### src/bmm_pkg.sv
// Shared constants and types for the banked memory mapper.
`timescale 1ns / 1ps

package bmm_pkg;

    // Default sizes of the bank number space
    localparam int MAX_PROGRAM_BANKS_DEF = 64;
    localparam int MAX_PATTERN_BANKS_DEF = 256;
    localparam int BANK_W_DEF            = 8;

    // Bank memory: entries 0..5 hold pattern banks, 6 and 7 the two program banks
    localparam int          BANK_ENTRIES  = 8;
    localparam int          BANK_ADDR_W   = 3;
    localparam logic [2:0]  CHR_2K_LO_SEL = 3'd0;
    localparam logic [2:0]  CHR_2K_HI_SEL = 3'd1;
    localparam logic [2:0]  CHR_1K_SEL    = 3'd2;
    localparam logic [2:0]  PRG_BANK0_SEL = 3'd6;
    localparam logic [2:0]  PRG_BANK1_SEL = 3'd7;

    // Field widths
    localparam int MODE_W     = 2;
    localparam int ADDR_W     = 16;
    localparam int DATA_W     = 8;
    localparam int TARGET_W   = 2;
    localparam int INDEX_W    = 19;
    localparam int SIZE_W     = 14;
    localparam int CFG_INDEX_W = 2;
    localparam int CFG_DATA_W = 14;
    localparam int BLOCKS_W   = 6;

    // Access kinds
    localparam logic [1:0] MODE_PRG_RD = 2'd0;
    localparam logic [1:0] MODE_PRG_WR = 2'd1;
    localparam logic [1:0] MODE_CHR_RD = 2'd2;
    localparam logic [1:0] MODE_CHR_WR = 2'd3;

    // Target memories
    localparam logic [1:0] TGT_NONE    = 2'd0;
    localparam logic [1:0] TGT_PRG_ROM = 2'd1;
    localparam logic [1:0] TGT_PRG_RAM = 2'd2;
    localparam logic [1:0] TGT_CHR_ROM = 2'd3;

    // Configuration register indexes
    localparam logic [1:0] CFG_PRG_BLOCKS = 2'd0;
    localparam logic [1:0] CFG_CHR_BLOCKS = 2'd1;
    localparam logic [1:0] CFG_RAM_BYTES  = 2'd2;

    // Address map
    localparam logic [15:0] RAM_BASE = 16'h6000;
    localparam logic [15:0] REG_BASE = 16'h8000;
    localparam logic [15:0] CHR_TOP  = 16'h2000;
    localparam int          PRG_PAGE_SHIFT = 13;
    localparam int          CHR_PAGE_SHIFT = 10;

    // Remainder unit: 16-bit dividend, 4 quotient bits per cycle
    localparam int MOD_DVD_W = 16;
    localparam int MOD_BITS  = 4;
    localparam int MOD_STEPS = MOD_DVD_W / MOD_BITS;
    localparam int MOD_CNT_W = $clog2(MOD_STEPS);

    typedef struct packed {
        logic                  start;
        logic [MOD_DVD_W-1:0]  dividend;
        logic [SIZE_W-1:0]     divisor;
    } mod_req_t;

endpackage

### src/banked_memory_mapper_unit.sv
// Top level of the banked memory mapper: bus access decode, register file and sequencing.
`timescale 1ns / 1ps

// Translates one bus access word into a target memory and byte index. Program ROM
// is seen as four 8 KiB windows (two switchable, two fixed to the last banks),
// pattern ROM as two 2 KiB and four 1 KiB switchable windows, program RAM as a
// window of program_ram_bytes bytes at 0x6000. Program writes at 0x8000 and up
// update the mapper registers and return target none. The bank numbers live in an
// 8-entry synchronous memory, read with the accept and registered for decode. ROM reads,
// register writes other than a bank number, and error accesses pass from accept to
// result through the memory read, then the decode. RAM window accesses and
// bank-number writes also need a modulo by the RAM size or bank count, which runs
// in a shared remainder unit that retires 4 dividend bits per cycle.
// One access is in flight at a time; a new word is taken as soon as the previous
// result has moved into the output register, even if that register is stalled.
// No clearing pass runs after reset. Configuration writes are taken at any time
// but must only be issued while the block is idle.
module banked_memory_mapper_unit #(
    parameter int MAX_PROGRAM_BANKS = bmm_pkg::MAX_PROGRAM_BANKS_DEF,
    parameter int MAX_PATTERN_BANKS = bmm_pkg::MAX_PATTERN_BANKS_DEF
) (
    input  logic        clk,
    input  logic        rst_n,
    // access input
    input  logic        s_tvalid,
    output logic        s_tready,
    input  logic [23:0] s_tdata,   // address[15:0], data[23:16]
    input  logic [1:0]  s_tuser,   // mode[1:0]
    // result output
    output logic        m_tvalid,
    input  logic        m_tready,
    output logic [31:0] m_tdata,   // index[18:0], write_enable[19], write_data[27:20],
                                   // error[28], mirroring[29], irq_enabled[30], zero[31]
    output logic [1:0]  m_tuser,   // target[1:0]
    // configuration write channel
    input  logic        cfg_valid,
    output logic        cfg_ready,
    input  logic [bmm_pkg::CFG_INDEX_W-1:0] cfg_index,
    input  logic [bmm_pkg::CFG_DATA_W-1:0]  cfg_data
);

    localparam int PRG_W  = (MAX_PROGRAM_BANKS > 2) ? $clog2(MAX_PROGRAM_BANKS) : 1;
    localparam int CHR_W  = $clog2(MAX_PATTERN_BANKS);
    localparam int BANK_W = (PRG_W > CHR_W) ? PRG_W : CHR_W;

    // sequencer states
    localparam logic [1:0] S_IDLE = 2'd0;
    localparam logic [1:0] S_LOOK = 2'd1;
    localparam logic [1:0] S_DIV  = 2'd2;
    localparam logic [1:0] S_DONE = 2'd3;

    // register region, address bits 14:13 above 0x8000
    localparam logic [1:0] REG_BANK       = 2'd0;
    localparam logic [1:0] REG_MIRROR     = 2'd1;
    localparam logic [1:0] REG_IRQ_RELOAD = 2'd2;
    localparam logic [1:0] REG_IRQ_EN     = 2'd3;

    logic [1:0] state_reg, state_next;

    // held access
    logic [1:0]  mode_reg;
    logic [15:0] addr_reg;
    logic [7:0]  data_reg;

    // configuration
    logic [bmm_pkg::BLOCKS_W-1:0] prg_blocks_reg;
    logic [bmm_pkg::BLOCKS_W-1:0] chr_blocks_reg;
    logic [bmm_pkg::SIZE_W-1:0]   ram_bytes_reg;

    // mapper registers (irq reload value has no visible effect and is not kept)
    logic [2:0] bank_select_reg, bank_select_next;
    logic       prg_mode_reg, prg_mode_next;
    logic       chr_mode_reg, chr_mode_next;
    logic       mirror_reg, mirror_next;
    logic       irq_on_reg, irq_on_next;
    logic       div_bank_reg, div_bank_next;

    // parked result when the output register is busy
    logic [1:0]  res_tgt_reg;
    logic [18:0] res_index_reg;
    logic        res_we_reg;
    logic [7:0]  res_wd_reg;
    logic        res_err_reg;

    // output register
    logic        m_tvalid_reg;
    logic [1:0]  out_tgt_reg;
    logic [18:0] out_index_reg;
    logic        out_we_reg;
    logic [7:0]  out_wd_reg;
    logic        out_err_reg;
    logic        out_mirror_reg;
    logic        out_irq_reg;

    // finishing result of this cycle
    logic        fin_valid;
    logic [1:0]  fin_tgt;
    logic [18:0] fin_index;
    logic        fin_we;
    logic [7:0]  fin_wd;
    logic        fin_err;

    logic        accept;
    logic        out_free;

    // bank memory
    logic                            ram_we;
    logic [bmm_pkg::BANK_ADDR_W-1:0] ram_raddr;
    logic [BANK_W-1:0]               ram_rdata;

    // remainder unit
    bmm_pkg::mod_req_t             mod_req;
    logic                          mod_done;
    logic [bmm_pkg::SIZE_W-1:0]    mod_rem;

    // derived sizes
    logic [bmm_pkg::SIZE_W-1:0] prg_cnt, prg_raw;
    logic [bmm_pkg::SIZE_W-1:0] chr_cnt, chr_raw;
    logic [bmm_pkg::BLOCKS_W-1:0] chr_blocks_eff;
    logic [bmm_pkg::SIZE_W-1:0] ram_size;

    // address decode
    logic [12:0] in_chr_a, chr_a;
    logic [10:0] chr_off;
    logic [bmm_pkg::SIZE_W-1:0] prg_bank;
    logic [18:0] prg_index, chr_index;
    logic [7:0]  bank_value;

    assign accept    = s_tvalid && s_tready;
    assign s_tready  = (state_reg == S_IDLE);
    assign out_free  = !m_tvalid_reg || m_tready;
    assign cfg_ready = 1'b1;

    // bank counts, clamped to the supported range
    assign prg_raw = {{(bmm_pkg::SIZE_W-bmm_pkg::BLOCKS_W-1){1'b0}}, prg_blocks_reg, 1'b0};
    assign prg_cnt = (prg_raw < bmm_pkg::SIZE_W'(2)) ? bmm_pkg::SIZE_W'(2) :
                     (prg_raw > bmm_pkg::SIZE_W'(MAX_PROGRAM_BANKS)) ?
                     bmm_pkg::SIZE_W'(MAX_PROGRAM_BANKS) : prg_raw;
    assign chr_blocks_eff = (chr_blocks_reg == '0) ? bmm_pkg::BLOCKS_W'(1) : chr_blocks_reg;
    assign chr_raw = {{(bmm_pkg::SIZE_W-bmm_pkg::BLOCKS_W-3){1'b0}}, chr_blocks_eff, 3'b000};
    assign chr_cnt = (chr_raw < bmm_pkg::SIZE_W'(8)) ? bmm_pkg::SIZE_W'(8) :
                     (chr_raw > bmm_pkg::SIZE_W'(MAX_PATTERN_BANKS)) ?
                     bmm_pkg::SIZE_W'(MAX_PATTERN_BANKS) : chr_raw;
    assign ram_size = (ram_bytes_reg == '0) ? bmm_pkg::SIZE_W'(1) : ram_bytes_reg;

    // bank memory read address, issued with the accept
    assign in_chr_a = s_tdata[12:0] ^ {chr_mode_reg, 12'b0};
    always_comb
    begin
        if (s_tuser[1])
        begin
            ram_raddr = in_chr_a[12] ? (bmm_pkg::CHR_1K_SEL + {1'b0, in_chr_a[11:10]}) :
                                       {2'b00, in_chr_a[11]};
        end
        else
        begin
            ram_raddr = (s_tdata[14:13] == 2'd1) ? bmm_pkg::PRG_BANK1_SEL :
                                                   bmm_pkg::PRG_BANK0_SEL;
        end
    end

    // program ROM: windows 0 and 2 swap with program_mode, window 3 is the last bank
    always_comb
    begin
        case (addr_reg[14:13])
            2'd0:
                prg_bank = prg_mode_reg ? (prg_cnt - bmm_pkg::SIZE_W'(2)) :
                                          bmm_pkg::SIZE_W'(ram_rdata);
            2'd1:
                prg_bank = bmm_pkg::SIZE_W'(ram_rdata);
            2'd2:
                prg_bank = prg_mode_reg ? bmm_pkg::SIZE_W'(ram_rdata) :
                                          (prg_cnt - bmm_pkg::SIZE_W'(2));
            default:
                prg_bank = prg_cnt - bmm_pkg::SIZE_W'(1);
        endcase
    end
    assign prg_index = (19'(prg_bank) << bmm_pkg::PRG_PAGE_SHIFT) + 19'(addr_reg[12:0]);

    // pattern ROM: 2 KiB windows below 0x1000, 1 KiB above, halves swap with pattern_mode
    assign chr_a     = addr_reg[12:0] ^ {chr_mode_reg, 12'b0};
    assign chr_off   = chr_a[12] ? {1'b0, chr_a[9:0]} : chr_a[10:0];
    assign chr_index = (19'(ram_rdata) << bmm_pkg::CHR_PAGE_SHIFT) + 19'(chr_off);

    // bank number before reduction: 2 KiB slots are even, program banks 6 bits
    always_comb
    begin
        if (bank_select_reg >= bmm_pkg::PRG_BANK0_SEL)
        begin
            bank_value = data_reg & 8'h3F;
        end
        else if (bank_select_reg <= bmm_pkg::CHR_2K_HI_SEL)
        begin
            bank_value = data_reg & 8'hFE;
        end
        else
        begin
            bank_value = data_reg;
        end
    end

    // sequencer
    always_comb
    begin
        state_next       = state_reg;
        bank_select_next = bank_select_reg;
        prg_mode_next    = prg_mode_reg;
        chr_mode_next    = chr_mode_reg;
        mirror_next      = mirror_reg;
        irq_on_next      = irq_on_reg;
        div_bank_next    = div_bank_reg;
        mod_req          = '0;
        ram_we           = 1'b0;
        fin_valid        = 1'b0;
        fin_tgt          = bmm_pkg::TGT_NONE;
        fin_index        = '0;
        fin_we           = 1'b0;
        fin_wd           = '0;
        fin_err          = 1'b0;

        case (state_reg)
            S_IDLE:
            begin
                if (accept)
                begin
                    state_next = S_LOOK;
                end
            end
            S_LOOK:
            begin
                if (!mode_reg[1])
                begin
                    if (addr_reg < bmm_pkg::RAM_BASE)
                    begin
                        fin_valid = 1'b1;
                        fin_err   = 1'b1;
                    end
                    else if (addr_reg < bmm_pkg::REG_BASE)
                    begin
                        // RAM window: offset modulo the window size
                        mod_req.start    = 1'b1;
                        mod_req.dividend = bmm_pkg::MOD_DVD_W'(addr_reg[12:0]);
                        mod_req.divisor  = ram_size;
                        div_bank_next    = 1'b0;
                        state_next       = S_DIV;
                    end
                    else if (mode_reg == bmm_pkg::MODE_PRG_RD)
                    begin
                        fin_valid = 1'b1;
                        fin_tgt   = bmm_pkg::TGT_PRG_ROM;
                        fin_index = prg_index;
                    end
                    else
                    begin
                        fin_valid = 1'b1;
                        case (addr_reg[14:13])
                            REG_BANK:
                            begin
                                if (!addr_reg[0])
                                begin
                                    chr_mode_next    = data_reg[7];
                                    prg_mode_next    = data_reg[6];
                                    bank_select_next = data_reg[2:0];
                                end
                                else
                                begin
                                    // bank number write: reduce before storing
                                    fin_valid        = 1'b0;
                                    mod_req.start    = 1'b1;
                                    mod_req.dividend = bmm_pkg::MOD_DVD_W'(bank_value);
                                    mod_req.divisor  =
                                        (bank_select_reg >= bmm_pkg::PRG_BANK0_SEL) ?
                                        prg_cnt : chr_cnt;
                                    div_bank_next    = 1'b1;
                                    state_next       = S_DIV;
                                end
                            end
                            REG_MIRROR:
                            begin
                                if (!addr_reg[0])
                                begin
                                    mirror_next = data_reg[0];
                                end
                            end
                            REG_IRQ_RELOAD:
                            begin
                                // reload value and reload request: nothing observable
                            end
                            REG_IRQ_EN:
                            begin
                                irq_on_next = addr_reg[0];
                            end
                            default:
                            begin
                            end
                        endcase
                    end
                end
                else if (mode_reg == bmm_pkg::MODE_CHR_RD && addr_reg < bmm_pkg::CHR_TOP)
                begin
                    fin_valid = 1'b1;
                    fin_tgt   = bmm_pkg::TGT_CHR_ROM;
                    fin_index = chr_index;
                end
                else
                begin
                    // pattern writes and pattern reads above the pattern space
                    fin_valid = 1'b1;
                    fin_err   = 1'b1;
                end
            end
            S_DIV:
            begin
                if (mod_done)
                begin
                    fin_valid = 1'b1;
                    if (div_bank_reg)
                    begin
                        ram_we = 1'b1;
                    end
                    else
                    begin
                        fin_tgt   = bmm_pkg::TGT_PRG_RAM;
                        fin_index = 19'(mod_rem);
                        fin_we    = (mode_reg == bmm_pkg::MODE_PRG_WR);
                        fin_wd    = fin_we ? data_reg : 8'h00;
                    end
                end
            end
            S_DONE:
            begin
                fin_valid = 1'b1;
                fin_tgt   = res_tgt_reg;
                fin_index = res_index_reg;
                fin_we    = res_we_reg;
                fin_wd    = res_wd_reg;
                fin_err   = res_err_reg;
            end
            default:
            begin
                state_next = S_IDLE;
            end
        endcase

        if (fin_valid)
        begin
            state_next = out_free ? S_IDLE : S_DONE;
        end
    end

    always_ff @(posedge clk or negedge rst_n)
    begin
        if (!rst_n)
        begin
            state_reg       <= S_IDLE;
            bank_select_reg <= '0;
            prg_mode_reg    <= 1'b0;
            chr_mode_reg    <= 1'b0;
            mirror_reg      <= 1'b0;
            irq_on_reg      <= 1'b0;
            div_bank_reg    <= 1'b0;
            m_tvalid_reg    <= 1'b0;
            prg_blocks_reg  <= bmm_pkg::BLOCKS_W'(2);
            chr_blocks_reg  <= bmm_pkg::BLOCKS_W'(1);
            ram_bytes_reg   <= bmm_pkg::SIZE_W'(8192);
        end
        else
        begin
            state_reg       <= state_next;
            bank_select_reg <= bank_select_next;
            prg_mode_reg    <= prg_mode_next;
            chr_mode_reg    <= chr_mode_next;
            mirror_reg      <= mirror_next;
            irq_on_reg      <= irq_on_next;
            div_bank_reg    <= div_bank_next;
            if (fin_valid && out_free)
            begin
                m_tvalid_reg <= 1'b1;
            end
            else if (m_tready)
            begin
                m_tvalid_reg <= 1'b0;
            end
            if (cfg_valid && cfg_ready)
            begin
                case (cfg_index)
                    bmm_pkg::CFG_PRG_BLOCKS: prg_blocks_reg <= cfg_data[bmm_pkg::BLOCKS_W-1:0];
                    bmm_pkg::CFG_CHR_BLOCKS: chr_blocks_reg <= cfg_data[bmm_pkg::BLOCKS_W-1:0];
                    bmm_pkg::CFG_RAM_BYTES:  ram_bytes_reg  <= cfg_data[bmm_pkg::SIZE_W-1:0];
                    default:
                    begin
                    end
                endcase
            end
        end
    end

    // payload registers
    always_ff @(posedge clk)
    begin
        if (accept)
        begin
            mode_reg <= s_tuser;
            addr_reg <= s_tdata[15:0];
            data_reg <= s_tdata[23:16];
        end
        if (fin_valid && out_free)
        begin
            out_tgt_reg    <= fin_tgt;
            out_index_reg  <= fin_index;
            out_we_reg     <= fin_we;
            out_wd_reg     <= fin_wd;
            out_err_reg    <= fin_err;
            out_mirror_reg <= mirror_next;
            out_irq_reg    <= irq_on_next;
        end
        else if (fin_valid)
        begin
            res_tgt_reg   <= fin_tgt;
            res_index_reg <= fin_index;
            res_we_reg    <= fin_we;
            res_wd_reg    <= fin_wd;
            res_err_reg   <= fin_err;
        end
    end

    assign m_tvalid = m_tvalid_reg;
    assign m_tuser  = out_tgt_reg;
    assign m_tdata  = {1'b0, out_irq_reg, out_mirror_reg, out_err_reg,
                       out_wd_reg, out_we_reg, out_index_reg};

    bmm_bank_ram #(
        .BANK_W (BANK_W)
    ) u_bank_ram (
        .clk   (clk),
        .rst_n (rst_n),
        .we    (ram_we),
        .waddr (bank_select_reg),
        .wdata (mod_rem[BANK_W-1:0]),
        .re    (accept),
        .raddr (ram_raddr),
        .rdata (ram_rdata)
    );

    bmm_mod_unit u_mod (
        .clk   (clk),
        .rst_n (rst_n),
        .req   (mod_req),
        .done  (mod_done),
        .rem   (mod_rem)
    );

    // an accepted word always goes to the lookup cycle next
    a_accept_look: assert property (@(posedge clk) disable iff (!rst_n)
        accept |=> state_reg == S_LOOK)
        else $error("accepted word did not enter lookup");

    // the remainder unit only finishes while the sequencer waits for it
    a_mod_done_div: assert property (@(posedge clk) disable iff (!rst_n)
        mod_done |-> state_reg == S_DIV)
        else $error("remainder finished outside wait state");

    // a write strobe on the output only goes with program RAM
    a_we_ram: assert property (@(posedge clk) disable iff (!rst_n)
        (m_tvalid && m_tdata[19]) |-> m_tuser == bmm_pkg::TGT_PRG_RAM)
        else $error("write enable without RAM target");

    // an error result has no target and a zero index
    a_err_none: assert property (@(posedge clk) disable iff (!rst_n)
        (m_tvalid && m_tdata[28]) |-> (m_tuser == bmm_pkg::TGT_NONE && m_tdata[18:0] == '0))
        else $error("error word carries a target");

endmodule

### src/bmm_bank_ram.sv
// Bank number memory: 8 entries, one write and one registered read port.
`timescale 1ns / 1ps

module bmm_bank_ram #(
    parameter int BANK_W = bmm_pkg::BANK_W_DEF
) (
    input  logic                            clk,
    input  logic                            rst_n,
    input  logic                            we,
    input  logic [bmm_pkg::BANK_ADDR_W-1:0] waddr,
    input  logic [BANK_W-1:0]               wdata,
    input  logic                            re,
    input  logic [bmm_pkg::BANK_ADDR_W-1:0] raddr,
    output logic [BANK_W-1:0]               rdata
);

    logic [BANK_W-1:0]               mem [bmm_pkg::BANK_ENTRIES];
    logic [bmm_pkg::BANK_ENTRIES-1:0] valid_reg;
    logic [BANK_W-1:0]               rd_data_reg;
    logic                            rd_valid_reg;
    logic [bmm_pkg::BANK_ADDR_W-1:0] rd_addr_reg;

    always_ff @(posedge clk)
    begin
        if (we)
        begin
            mem[waddr] <= wdata;
        end
        if (re)
        begin
            rd_data_reg <= mem[raddr];
            rd_addr_reg <= raddr;
        end
    end

    // entries never written read as their reset value
    always_ff @(posedge clk or negedge rst_n)
    begin
        if (!rst_n)
        begin
            valid_reg    <= '0;
            rd_valid_reg <= 1'b0;
        end
        else
        begin
            if (we)
            begin
                valid_reg[waddr] <= 1'b1;
            end
            if (re)
            begin
                rd_valid_reg <= valid_reg[raddr];
            end
        end
    end

    // program bank 1 resets to bank one, everything else to zero
    assign rdata = rd_valid_reg ? rd_data_reg :
                   (rd_addr_reg == bmm_pkg::PRG_BANK1_SEL) ? BANK_W'(1) : '0;

endmodule

### src/bmm_mod_unit.sv
// Iterative remainder unit, four dividend bits per cycle.
`timescale 1ns / 1ps

module bmm_mod_unit (
    input  logic                       clk,
    input  logic                       rst_n,
    input  bmm_pkg::mod_req_t          req,
    output logic                       done,
    output logic [bmm_pkg::SIZE_W-1:0] rem
);

    logic                           busy_reg;
    logic                           done_reg;
    logic [bmm_pkg::MOD_CNT_W-1:0]  cnt_reg;
    logic [bmm_pkg::MOD_DVD_W-1:0]  dvd_reg;
    logic [bmm_pkg::SIZE_W-1:0]     dsr_reg;
    logic [bmm_pkg::SIZE_W-1:0]     rem_reg;
    logic [bmm_pkg::SIZE_W-1:0]     rem_next;

    // restoring remainder steps; partial remainder stays below the divisor
    always_comb
    begin
        logic [bmm_pkg::SIZE_W:0] r;
        rem_next = rem_reg;
        for (int i = 0; i < bmm_pkg::MOD_BITS; i++)
        begin
            r = {rem_next, dvd_reg[bmm_pkg::MOD_DVD_W-1-i]};
            if (r >= {1'b0, dsr_reg})
            begin
                r = r - {1'b0, dsr_reg};
            end
            rem_next = r[bmm_pkg::SIZE_W-1:0];
        end
    end

    always_ff @(posedge clk or negedge rst_n)
    begin
        if (!rst_n)
        begin
            busy_reg <= 1'b0;
            done_reg <= 1'b0;
            cnt_reg  <= '0;
        end
        else
        begin
            done_reg <= 1'b0;
            if (req.start)
            begin
                busy_reg <= 1'b1;
                cnt_reg  <= '0;
            end
            else if (busy_reg)
            begin
                cnt_reg <= cnt_reg + bmm_pkg::MOD_CNT_W'(1);
                if (cnt_reg == bmm_pkg::MOD_CNT_W'(bmm_pkg::MOD_STEPS - 1))
                begin
                    busy_reg <= 1'b0;
                    done_reg <= 1'b1;
                end
            end
        end
    end

    always_ff @(posedge clk)
    begin
        if (req.start)
        begin
            dvd_reg <= req.dividend;
            dsr_reg <= req.divisor;
            rem_reg <= '0;
        end
        else if (busy_reg)
        begin
            dvd_reg <= dvd_reg << bmm_pkg::MOD_BITS;
            rem_reg <= rem_next;
        end
    end

    assign done = done_reg;
    assign rem  = rem_reg;

endmodule

### config.mk
export PLATFORM = sky130hd
export DESIGN_NAME = banked_memory_mapper_unit
export DESIGN_NICKNAME = d
export VERILOG_FILES = /design/src/bmm_pkg.sv /design/src/banked_memory_mapper_unit.sv /design/src/bmm_bank_ram.sv /design/src/bmm_mod_unit.sv
export SDC_FILE = /design/constraint.sdc
export NUM_CORES = 1
export LEC_CHECK = 0
export BUFFER_PORTS_ARGS = -buffer_cell sky130_fd_sc_hd__buf_2
export CORE_UTILIZATION = 45
export DETAILED_ROUTE_END_ITERATION = 16
export SLEW_MARGIN = 15
export SYNTH_ARGS = -nofsm -noshare
export SYNTH_HDL_FRONTEND = slang
export SYNTH_HIERARCHICAL = 1
export SYNTH_SLANG_ARGS = --single-unit
### constraint.sdc
create_clock -name clk -period 29.3 [get_ports clk]
set_clock_uncertainty 0.1 [all_clocks]
set_input_delay 5.86 -clock clk [delete_from_list [all_inputs] [get_ports clk]]
set_output_delay 5.86 -clock clk [all_outputs]
set_load 0.05 [all_outputs]
=== Yosys cells after proc, flatten, opt, wreduce, memory -nomap -nowiden ===
Memories as Yosys holds them, arrays and structs flattened. A register that Yosys moved wholly into a read port is not among the register bits.
Cells that the tools add are included.

* Bits of input ports: 47
* Register bits after elaboration: 187
* Output and inout bits: 37
* Memories: 1
* Bits in writable memories: 64
* Logic and storage cells: 229

{| class="wikitable"
|+ Memory list
! name !! words !! width !! read ports !! clocked after memory_dff !! write ports !! line !! RTL
|-
| u_bank_ram.mem || 8 || 8 || 1 || 1 || 1 || bmm_bank_ram.sv:17 || <nowiki>logic [BANK_W-1:0] mem [bmm_pkg::BANK_ENTRIES];</nowiki>
|}

* $add $sub $neg: 10
* Equal/unequal tests: 20
* Mux-type cells: 112
* Reduce and logical (&&, ||, !) cells: 25
* Bitwise operators: 10
* Magnitude comparators: 16

{| class="wikitable"
|+ Operators with widths
! kind !! count
|-
| $mux 31 || 7
|-
| $mux 14 || 7
|-
| $mux 19 || 5
|-
| $ge 15x14->1 || 4
|-
| $pmux 19 s3 || 1
|-
| $sub 14x14->14 || 4
|-
| $mux 1 || 50
|-
| $mux 8 || 5
|-
| $mux 16 || 2
|-
| $mux 2 || 15
|-
| $mux 9 || 3
|-
| $xor 13x13->13 || 2
|-
| $add 18x11->19 || 1
|-
| $add 19x13->19 || 1
|-
| $mux 6 || 3
|-
| $pmux 6 s3 || 1
|-
| $lt 16x14->1 const B || 1
|-
| $lt 16x15->1 const B || 1
|-
| $lt 16x16->1 const B || 1
|-
| $pmux 8 s2 || 1
|-
| $eq 2x2->1 const B || 7
|-
| $logic_not 14->1 || 1
|-
| $mux 7 || 2
|-
| $reduce_and 7->1 || 2
|-
| other kinds (39) || 66
|}

=== Longest topological paths before layout ===
Gate-level depths: netlist (run 1).

* Word-level depth: 14
* Mapped depth: 45

=== By module ===
The synthesis (run 1) kept the hierarchy.

{| class="wikitable"
|+ By module, submodules not included
! module !! instances !! cells an instance !! sequential area each (um2) !! area each (um2)
|-
| banked_memory_mapper_unit || 1 || 437 || 3632.2 || 5764.3
|-
| bmm_mod_unit || 1 || 536 || 1281.2 || 5031.1
|-
| bmm_bank_ram || 1 || 151 || 2477.4 || 3244.4
|}

=== Least setup slack after synthesis (run 1) ===
Ideal clock, no wire load.

* Path type: reg-to-reg
* Start point: reg u_mod/dsr_reg[1] (netlist bit)
* End point: reg u_mod.rem_reg, in the netlist u_mod/rem[0]
* Period minus slack after synthesis: 9.771 ns
* Cell stages (with the launch flop): 41
* Arrival: 9.592 ns
* Path slack: 19.529 ns
* Setup time: 0.079 ns
* Cell sequence: edfxtp_1 > inv_1 > ha_1 > nand3b_1 > a211oi_2 > nor3_2 > a2111oi_4 > nor2_2 > clkbuf_1 > mux2_2 > ha_1 > a2111oi_0 > a211oi_1 > o21ai_1 > o211ai_1 > or2_1 > clkbuf_1 > buf_2 > [... 5 more ...] > o41ai_1 > a31oi_1 > nand2_1 > a21oi_1 > a311o_1 > buf_6 > buf_6 > a21oi_1 > ha_1 > a21o_1 > a221o_1 > a221o_1 > a21o_1 > a31oi_1 > o211ai_1 > mux2_4 > mux2_4 > a211oi_2

* Cells in the longest elaborated chain, start to end: 8

{| class="wikitable"
|+ RTL lines
! element !! line !! RTL
|-
| from (decl) || bmm_mod_unit.sv:16 || <nowiki>logic [bmm_pkg::SIZE_W-1:0] dsr_reg;</nowiki>
|-
| from (signal assigned) || bmm_mod_unit.sv:69 || <nowiki>dsr_reg <= req.divisor;</nowiki>
|-
| $sub 14x14->14 or $ge 15x14->1 (tied branches) || bmm_mod_unit.sv:30, bmm_mod_unit.sv:28 ||
|-
| $mux 14 || bmm_mod_unit.sv:28 || <nowiki>if (r >= {1'b0, dsr_reg})</nowiki>
|-
| $sub 14x14->14 or $ge 15x14->1 (tied branches) || bmm_mod_unit.sv:30, bmm_mod_unit.sv:28 ||
|-
| $mux 14 || bmm_mod_unit.sv:28 ||
|-
| $sub 14x14->14 or $ge 15x14->1 (tied branches) || bmm_mod_unit.sv:30, bmm_mod_unit.sv:28 ||
|-
| $mux 14 || bmm_mod_unit.sv:28 ||
|-
| $ge 15x14->1 * || bmm_mod_unit.sv:28 ||
|-
| $mux 14 * || bmm_mod_unit.sv:28 ||
|-
| to (signal assigned) || bmm_mod_unit.sv:75 || <nowiki>rem_reg <= rem_next;</nowiki>
|-
| to (decl) || bmm_mod_unit.sv:17 || <nowiki>logic [bmm_pkg::SIZE_W-1:0] rem_reg;</nowiki>
|}

Every way passes the cells marked *; elsewhere a longest branch is shown, timed or not.
A chain may end at the register's enable or synchronous reset.

=== Worst setup path after layout (run 1) ===
* Start point: reg u_mod.rem_reg, in the netlist u_mod/rem[3]
* End point: reg u_mod.rem_reg, in the netlist u_mod/rem[9]

* Cells in the longest elaborated chain, start to end: 8

{| class="wikitable"
|+ RTL lines
! element !! line
|-
| $sub 14x14->14 or $ge 15x14->1 (tied branches) || bmm_mod_unit.sv:30, bmm_mod_unit.sv:28
|-
| $mux 14 * || bmm_mod_unit.sv:28
|-
| $sub 14x14->14 or $ge 15x14->1 (tied branches) || bmm_mod_unit.sv:30, bmm_mod_unit.sv:28
|-
| $mux 14 * || bmm_mod_unit.sv:28
|-
| $sub 14x14->14 or $ge 15x14->1 (tied branches) || bmm_mod_unit.sv:30, bmm_mod_unit.sv:28
|-
| $mux 14 * || bmm_mod_unit.sv:28
|-
| $sub 14x14->14 or $ge 15x14->1 (tied branches) || bmm_mod_unit.sv:30, bmm_mod_unit.sv:28
|-
| $mux 14 * || bmm_mod_unit.sv:28
|}

Marked as above.

==> impl_metrics.env, run 1 <==
export IMPL_hold_worst_slack_ns=0.367
export IMPL_antennaDiodeCount=0
export IMPL_post_cts_setup_buffer_count=0
export IMPL_synth_enable_flop_cells=195
export IMPL_grt_first_pass_wirelength_um=55300
export IMPL_floorplan_core_area_mm2=0.0307
export IMPL_synthesis_instances=1124
export IMPL_grt_max_degree=51
export IMPL_drt_antenna_violating_nets=0
export IMPL_hold_violations=0
export IMPL_tritoncts="done"
export IMPL_run_status="completed"
export IMPL_cts_made_buffers=26
export IMPL_drt_first_pass_iters=7
export IMPL_slack_of_the_worst_reg_to_reg_path_ns=17.58
export IMPL_worstPathMaxFanout=21
export IMPL_grt_util_all_layers_pct=23.4
export IMPL_initialDrtViolationCount=771
export IMPL_finish_net_count=1311
export IMPL_tightest_hold_check_type="reg -> reg"
export IMPL_drt_wirelength_per_cell_um=22.8
export IMPL_cts_hold_buffers_added=0
export IMPL_cts_root_buf="clkbuf_16"
export IMPL_final_setup_viols=0
export IMPL_clock_sinks=259
export IMPL_drive_gt1_share_pct=21.8
export IMPL_chipHeight_um=179
export IMPL_powerDensity_mw_per_mm2=49.4
export IMPL_route_detailed_drc=0
export IMPL_wl_um=36900
export IMPL_setup_total_negative_slack_ns=0
export IMPL_via_count=9506
export IMPL_io_pin_count=84
export IMPL_total_leakage_power_nw=6.73
export IMPL_post_synth_main_area_contributors="edfxtp_1 (42%), dfrtp_1 (8.4%), mux2_2 (6.5%)"
export IMPL_vdd_ir_drop_max_mv=0.0550
export IMPL_cap_viol_max_count=0
export IMPL_post_drt_via_cell_ratio=5.88
export IMPL_cts_buffer_depth=3
export IMPL_fp_dieArea_mm2=0.0319
export IMPL_period_share_pct=40.0
export IMPL_path_clk_slew_ns=0.06
export IMPL_post_synth_instance_area_mm2=0.0140
export IMPL_die_w_um=179
export IMPL_most_used_dff_post_synth="edfxtp_1"
export IMPL_grt_pass1_vias=9227
export IMPL_initial_core_utilization_pct=45.8
export IMPL_share_of_synthesized_flip_flops_with_an_asynchronous_set_or_reset_pct=19.3
export IMPL_timing_critical_path_to_type="register"
export IMPL_start_kind="register"
export IMPL_port_buffer_count=81
export IMPL_worst_endpoint_required_ns=29.62
export IMPL_period_needed_ns=11.72
export IMPL_achievable_frequency_ghz=0.0854
export IMPL_arrival_ns=12.04
export IMPL_clock_latency_at_the_later_pin_of_the_worst_skew_pair_ns=0.54
export IMPL_largest_register_ffs=64
export IMPL_crit_path_top_delay_cell="a311o_1"
export IMPL_synth_cell_types=90
export IMPL_yosysWarningCount=6
export IMPL_overflow_left_after_global_routing=0
export IMPL_cp_common_cell="ha_1"
export IMPL_worst_slew_pin_transition_ns=1.07
export IMPL_gp_congestion=0.893
export IMPL_post_synth_top_area_fraction_pct=41.7
export IMPL_row_count=64
export IMPL_htree_num_levels=1
export IMPL_synth_seq_cells=259
export IMPL_grt_antenna_before_repair=1
export IMPL_detailedPlacementHpwl_um=26900
export IMPL_cts_resized_gates=0
export IMPL_rsz0062_at_grt="no"
export IMPL_synthToLayoutAreaGrowth_pct=11.6
export IMPL_synth_yosys_seq_area_share_pct=52.6
export IMPL_synthDominantAreaCellType="edfxtp_1"
export IMPL_crit_type="reg -> reg"
export IMPL_delay_of_the_slowest_cell_on_the_worst_path_ns=0.80
export IMPL_final_slew_viol_count=0
export IMPL_syn_area_per_cell_um2=12.5
export IMPL_timing_slew_headroom_pct=28.7
## area by class of cell
class                           count  area, µm²
Clock buffer                       39        782
Clock inverter                      9        110
Fill cell                        2700      15000
Inverter                           66        248
Multi-Input combinational cell    757       6160
Sequential cell                   259       7390
Tap cell                          396        495
Timing Repair Buffer               91        480
## cell usage in the layout (no fill, tap or decap), types with 7 or more instances in the layout
cell type,n
nand4_1,12
a21oi_1,48
or2_2,9
o21a_1,9
nor3_1,9
a22o_1,9
o21ai_0,36
xor2_1,14
and3_1,7
xnor2_1,35
a21o_1,25
dfxtp_1,14
mux2i_1,23
buf_2,81
nand3_1,21
ha_1,59
and2_1,24
buf_4,10
nor2_1,60
clkbuf_1,7
o31ai_1,7
a211oi_1,10
clkbuf_16,28
nand2_1,48
dfrtp_1,47
mux4_1,10
edfxtp_1,195
a32oi_1,7
mux2_2,81
o21bai_1,13
mux4_2,7
nor4_1,11
a222oi_1,12
nand2b_1,11
o211ai_1,7
nor2b_1,11
inv_1,66
a31oi_1,7
## logic make-up after synthesis
logic type,after synthesis,synth area share (%)
simple gates,268,10.3
mux,124,11.5
buf+inv,111,3.81
compound gates,248,12.9
xor+xnor,49,3.06
flops,259,52.6
fa+ha+maj,63,5.83
other cells,2,0.0535
## metrics by stage
step	power [mW]	util [%]	area (µm²)	setup WS (ns)	instances
floorplan	0.426	-	14100	19.53	1127
global placement	0.438	48.2	14800	18.13	1569
detailed placement	0.439	48.2	14800	17.86	1569
CTS	0.779	51.1	15700	17.80	1617
global route	0.795	51.1	15700	16.83	1617
finish	0.773	51.1	15700	17.58	1617
## cells in the mapped netlist (5+ instances only)
| library cell | n |
|---|---|
| edfxtp_1 | 195 |
| mux2_2 | 81 |
| inv_1 | 66 |
| nor2_1 | 61 |
| ha_1 | 59 |
| a21oi_1 | 48 |
| nand2_1 | 48 |
| dfrtp_1 | 47 |
| o21ai_0 | 38 |
| xnor2_1 | 35 |
| and2_1 | 26 |
| a21o_1 | 25 |
| mux2i_1 | 23 |
| nand3_1 | 21 |
| clkbuf_1 | 20 |
| dfxtp_1 | 14 |
| xor2_1 | 14 |
| o21bai_1 | 13 |
| a222oi_1 | 12 |
| nand4_1 | 12 |
| nor2b_1 | 12 |
| nor3_1 | 12 |
| nor4_1 | 12 |
| nand2b_1 | 11 |
| a211oi_1 | 10 |
| mux4_1 | 10 |
| a22o_1 | 9 |
| buf_6 | 9 |
| o21a_1 | 9 |
| or2_2 | 9 |
| and3_1 | 8 |
| a31oi_1 | 7 |
| a32oi_1 | 7 |
| mux4_2 | 7 |
| o211ai_1 | 7 |
| o31ai_1 | 7 |
| a221o_1 | 6 |
| a22oi_1 | 6 |
| buf_4 | 6 |
| buf_2 | 5 |
| nand3b_1 | 5 |
| nor3b_1 | 5 |
## power by group
group | switching, mW | total [mW] | internal, mW
clock | 0.139 | 0.342 | 0.203
sequential | 0.00766 | 0.406 | 0.398
combinational | 0.0128 | 0.0256 | 0.0129
total | 0.160 | 0.773 | 0.614
## path summary, 6_finish.rpt
path                                              start                      end  depth (start not counted)
worst max-delay path                       u_mod/rem[3]             u_mod/rem[9]                         34
worst max register to register             u_mod/rem[3]             u_mod/rem[9]                         34
max in group asynchronous                         rst_n        ram_bytes_reg[11]                          2
worst min-delay path            u_bank_ram/valid_reg[6]  u_bank_ram/valid_reg[6]                          1
min in group asynchronous                         rst_n  u_bank_ram/rd_valid_reg                          2
worst min register to register  u_bank_ram/valid_reg[6]  u_bank_ram/valid_reg[6]                          1
## per-layer routing
metal	part of all wire (%)	vias to the layer above	track usage, %
li1	-	4458	-
met1	47	4715	34.3
met2	46	285	37.1
met3	5.5	48	3.18
met4	1.8	0	4.77
met5	0	-	0
## worst max-delay path, delay by kind of cell (launching register included)
kind / cells / cell delay, ns
and+or+nand+nor: 8 / 2.26
buffers and inverters: 1 / 0.09
adders and majority gates: 4 / 1.38
muxes: 3 / 1.33
AOI/OAI and AO/OA: 18 / 5.80
DFF: 1 / 0.59
(Power assumes the default switching activity.)
==> run 2, diff against run 1 <==
Clock period 29.3 ns to 10.4 ns, I/O delays scaled along.
==> run 2 against run 1 <==
- wire length increased by 1.2%
- largest power group unchanged
- global-route usage about the same
- register-to-register slack got worse by 17 ns
- sequential share of layout area decreased by 0.77 points
- critical path type unchanged
- critical endpoint is now u_mod/rem[7]
- final cell count increased by 2.4%
==> impl_metrics.env, run 2 (same netlist as run 1, synthesis figures left out) <==
export IMPL_r2r_start="u_mod/dsr_reg[4]"
export IMPL_powerDensity_mw_per_mm2=134
export IMPL_achievable_frequency_ghz=0.101
export IMPL_mostFrequentLayoutCell="edfxtp_1"
export IMPL_clock_sinks=259
export IMPL_total_leakage_power_nw=6.91
export IMPL_htree_num_levels=1
export IMPL_setup_total_negative_slack_ns=0
export IMPL_die_w_um=179
export IMPL_fin_cells=1656
export IMPL_postLayoutCellArea_mm2=0.0159
export IMPL_period_needed_ns=9.92
export IMPL_hold_worst_slack_ns=0.365
export IMPL_row_count=64
export IMPL_hold_violations=0
export IMPL_port_buffer_count=81
export IMPL_grt_pass1_vias=9368
export IMPL_path_clk_slew_ns=0.06
export IMPL_slack_of_the_worst_reg_to_reg_path_ns=0.48
export IMPL_tightest_hold_check_type="reg -> reg"
export IMPL_cts_buffer_depth=3
export IMPL_via_count=9757
export IMPL_fill_count=2668
export IMPL_vdd_ir_drop_max_mv=0.127
export IMPL_tritoncts="done"
export IMPL_drt_first_pass_iters=5
export IMPL_arrival_ns=10.18
export IMPL_preCtsSetupSlack_ns=0.0619
export IMPL_chipHeight_um=179
export IMPL_dp_cells=1600
export IMPL_overflow_left_after_global_routing=0
export IMPL_antennaDiodeCount=0
export IMPL_gp_congestion=0.957
export IMPL_cp_common_cell="ha_1"
export IMPL_clock_latency_at_the_later_pin_of_the_worst_skew_pair_ns=0.54
export IMPL_worst_hold_startpoint="u_bank_ram/valid_reg[4]"
export IMPL_start_kind="register"
export IMPL_grt_first_pass_wirelength_um=55500
export IMPL_worstPathMaxFanout=15
export IMPL_cts_hold_buffers_added=0
export IMPL_period_share_pct=95.4
export IMPL_most_common_layout_cells="edfxtp_1 (195), mux2_2 (81), buf_2 (81)"
export IMPL_delay_of_the_slowest_cell_on_the_worst_path_ns=0.44
export IMPL_regArea_mm2=0.00739
export IMPL_drt_wirelength_per_cell_um=22.6
export IMPL_grt_util_all_layers_pct=23.5
export IMPL_startpoint="u_mod/dsr_reg[4]"
export IMPL_largest_register_ffs=64
export IMPL_grt_antenna_before_repair=1
export IMPL_drt_antenna_violating_nets=0
export IMPL_synthToLayoutAreaGrowth_pct=13.5
export IMPL_crit_type="reg -> reg"
export IMPL_worst_slew_pin_transition_ns=1.20
export IMPL_cap_viol_max_count=0
export IMPL_fp_dieArea_mm2=0.0319
export IMPL_finish_net_count=1349
export IMPL_drive_gt1_share_pct=24.1
export IMPL_timing_slew_headroom_pct=19.6
export IMPL_initialDrtViolationCount=968
export IMPL_floorplan_core_area_mm2=0.0307
export IMPL_cts_made_buffers=27
export IMPL_io_pin_count=84
export IMPL_final_setup_viols=0
export IMPL_cts_root_buf="clkbuf_16"
export IMPL_detailedPlacementHpwl_um=27700
export IMPL_multiInputGateArea_mm2=0.00619
export IMPL_timing_critical_path_to_type="register"
export IMPL_crit_path_top_delay_cell="mux2_4"
export IMPL_place_area_mm2=0.0150
export IMPL_postLayoutSetupSlackWorst_ns=0.483
export IMPL_run_status="completed"
export IMPL_post_drt_via_cell_ratio=5.89
export IMPL_final_slew_viol_count=0
export IMPL_grt_max_degree=51
export IMPL_initial_core_utilization_pct=45.8
export IMPL_wl_um=37400
export IMPL_route_detailed_drc=0
export IMPL_worst_endpoint_required_ns=10.66
[run 2: changes by cell type in the layout (fill, tap and decap cells not counted), moves of 2 or more]
cell	previous run	this run
buf_4	10	47
clkbuf_8	4	1
clkinv_1	2	5
clkinv_2	2	4
[run 2: path summary, 6_finish.rpt]
path                                            to  depth (start not counted)
min in group asynchronous  u_bank_ram/rd_valid_reg                          2
max in group asynchronous         ram_bytes_reg[1]                          2
min reg2reg                u_bank_ram/valid_reg[4]                          1
max reg2reg                           u_mod/rem[7]                         38
min                        u_bank_ram/valid_reg[4]                          1
max                                   u_mod/rem[7]                         38
[run 2: area by class of cell]
type,count,share of cell area (%)
Tap cell,396,3.11
Multi-Input combinational cell,757,38.9
Clock inverter,14,0.793
Inverter,66,1.56
Sequential cell,259,46.4
Clock buffer,36,4.52
Timing Repair Buffer,128,4.76
[run 2: metrics by stage]
step | util [%] | power, mW
final | 51.9 | 2.14
after global routing | 51.9 | 2.20
after CTS | 51.7 | 2.15
after detailed placement | 48.9 | 1.24
after global placement | 48.9 | 1.23
after floorplan | - | 1.20
[run 2: worst max-delay path, delay by kind of cell, from the launching register on]
| kind | cells | cell delay [ns] |
|---|---|---|
| AOI/OAI and AO/OA | 20 | 4.24 |
| and+or+nand+nor | 5 | 1.10 |
| muxes | 5 | 1.73 |
| DFF | 1 | 0.36 |
| adders and majority gates | 4 | 1.38 |
| buffers and inverters | 4 | 0.82 |
[run 2: routing by layer]
layer | part of all wire, % | track usage [%] | routed length (µm)
met4 | 2.0 | 5.61 | 737
met5 | 0.035 | 0 | 13
met3 | 7.0 | 3.64 | 2600
met2 | 46 | 38.0 | 17300
met1 | 45 | 32.9 | 16700
[run 2: timing repair]
action                     4_1_cts  5_1_grt
setup buffers                    0        6
resized for setup                0        8
hold endpoints to repair         0        0
setup endpoints to repair        0       14
[run 2: where the power goes]
group | switching (mW) | total [mW] | internal (mW)
sequential | 0.0220 | 1.14 | 1.12
clock | 0.390 | 0.926 | 0.536
combinational | 0.0352 | 0.0713 | 0.0362
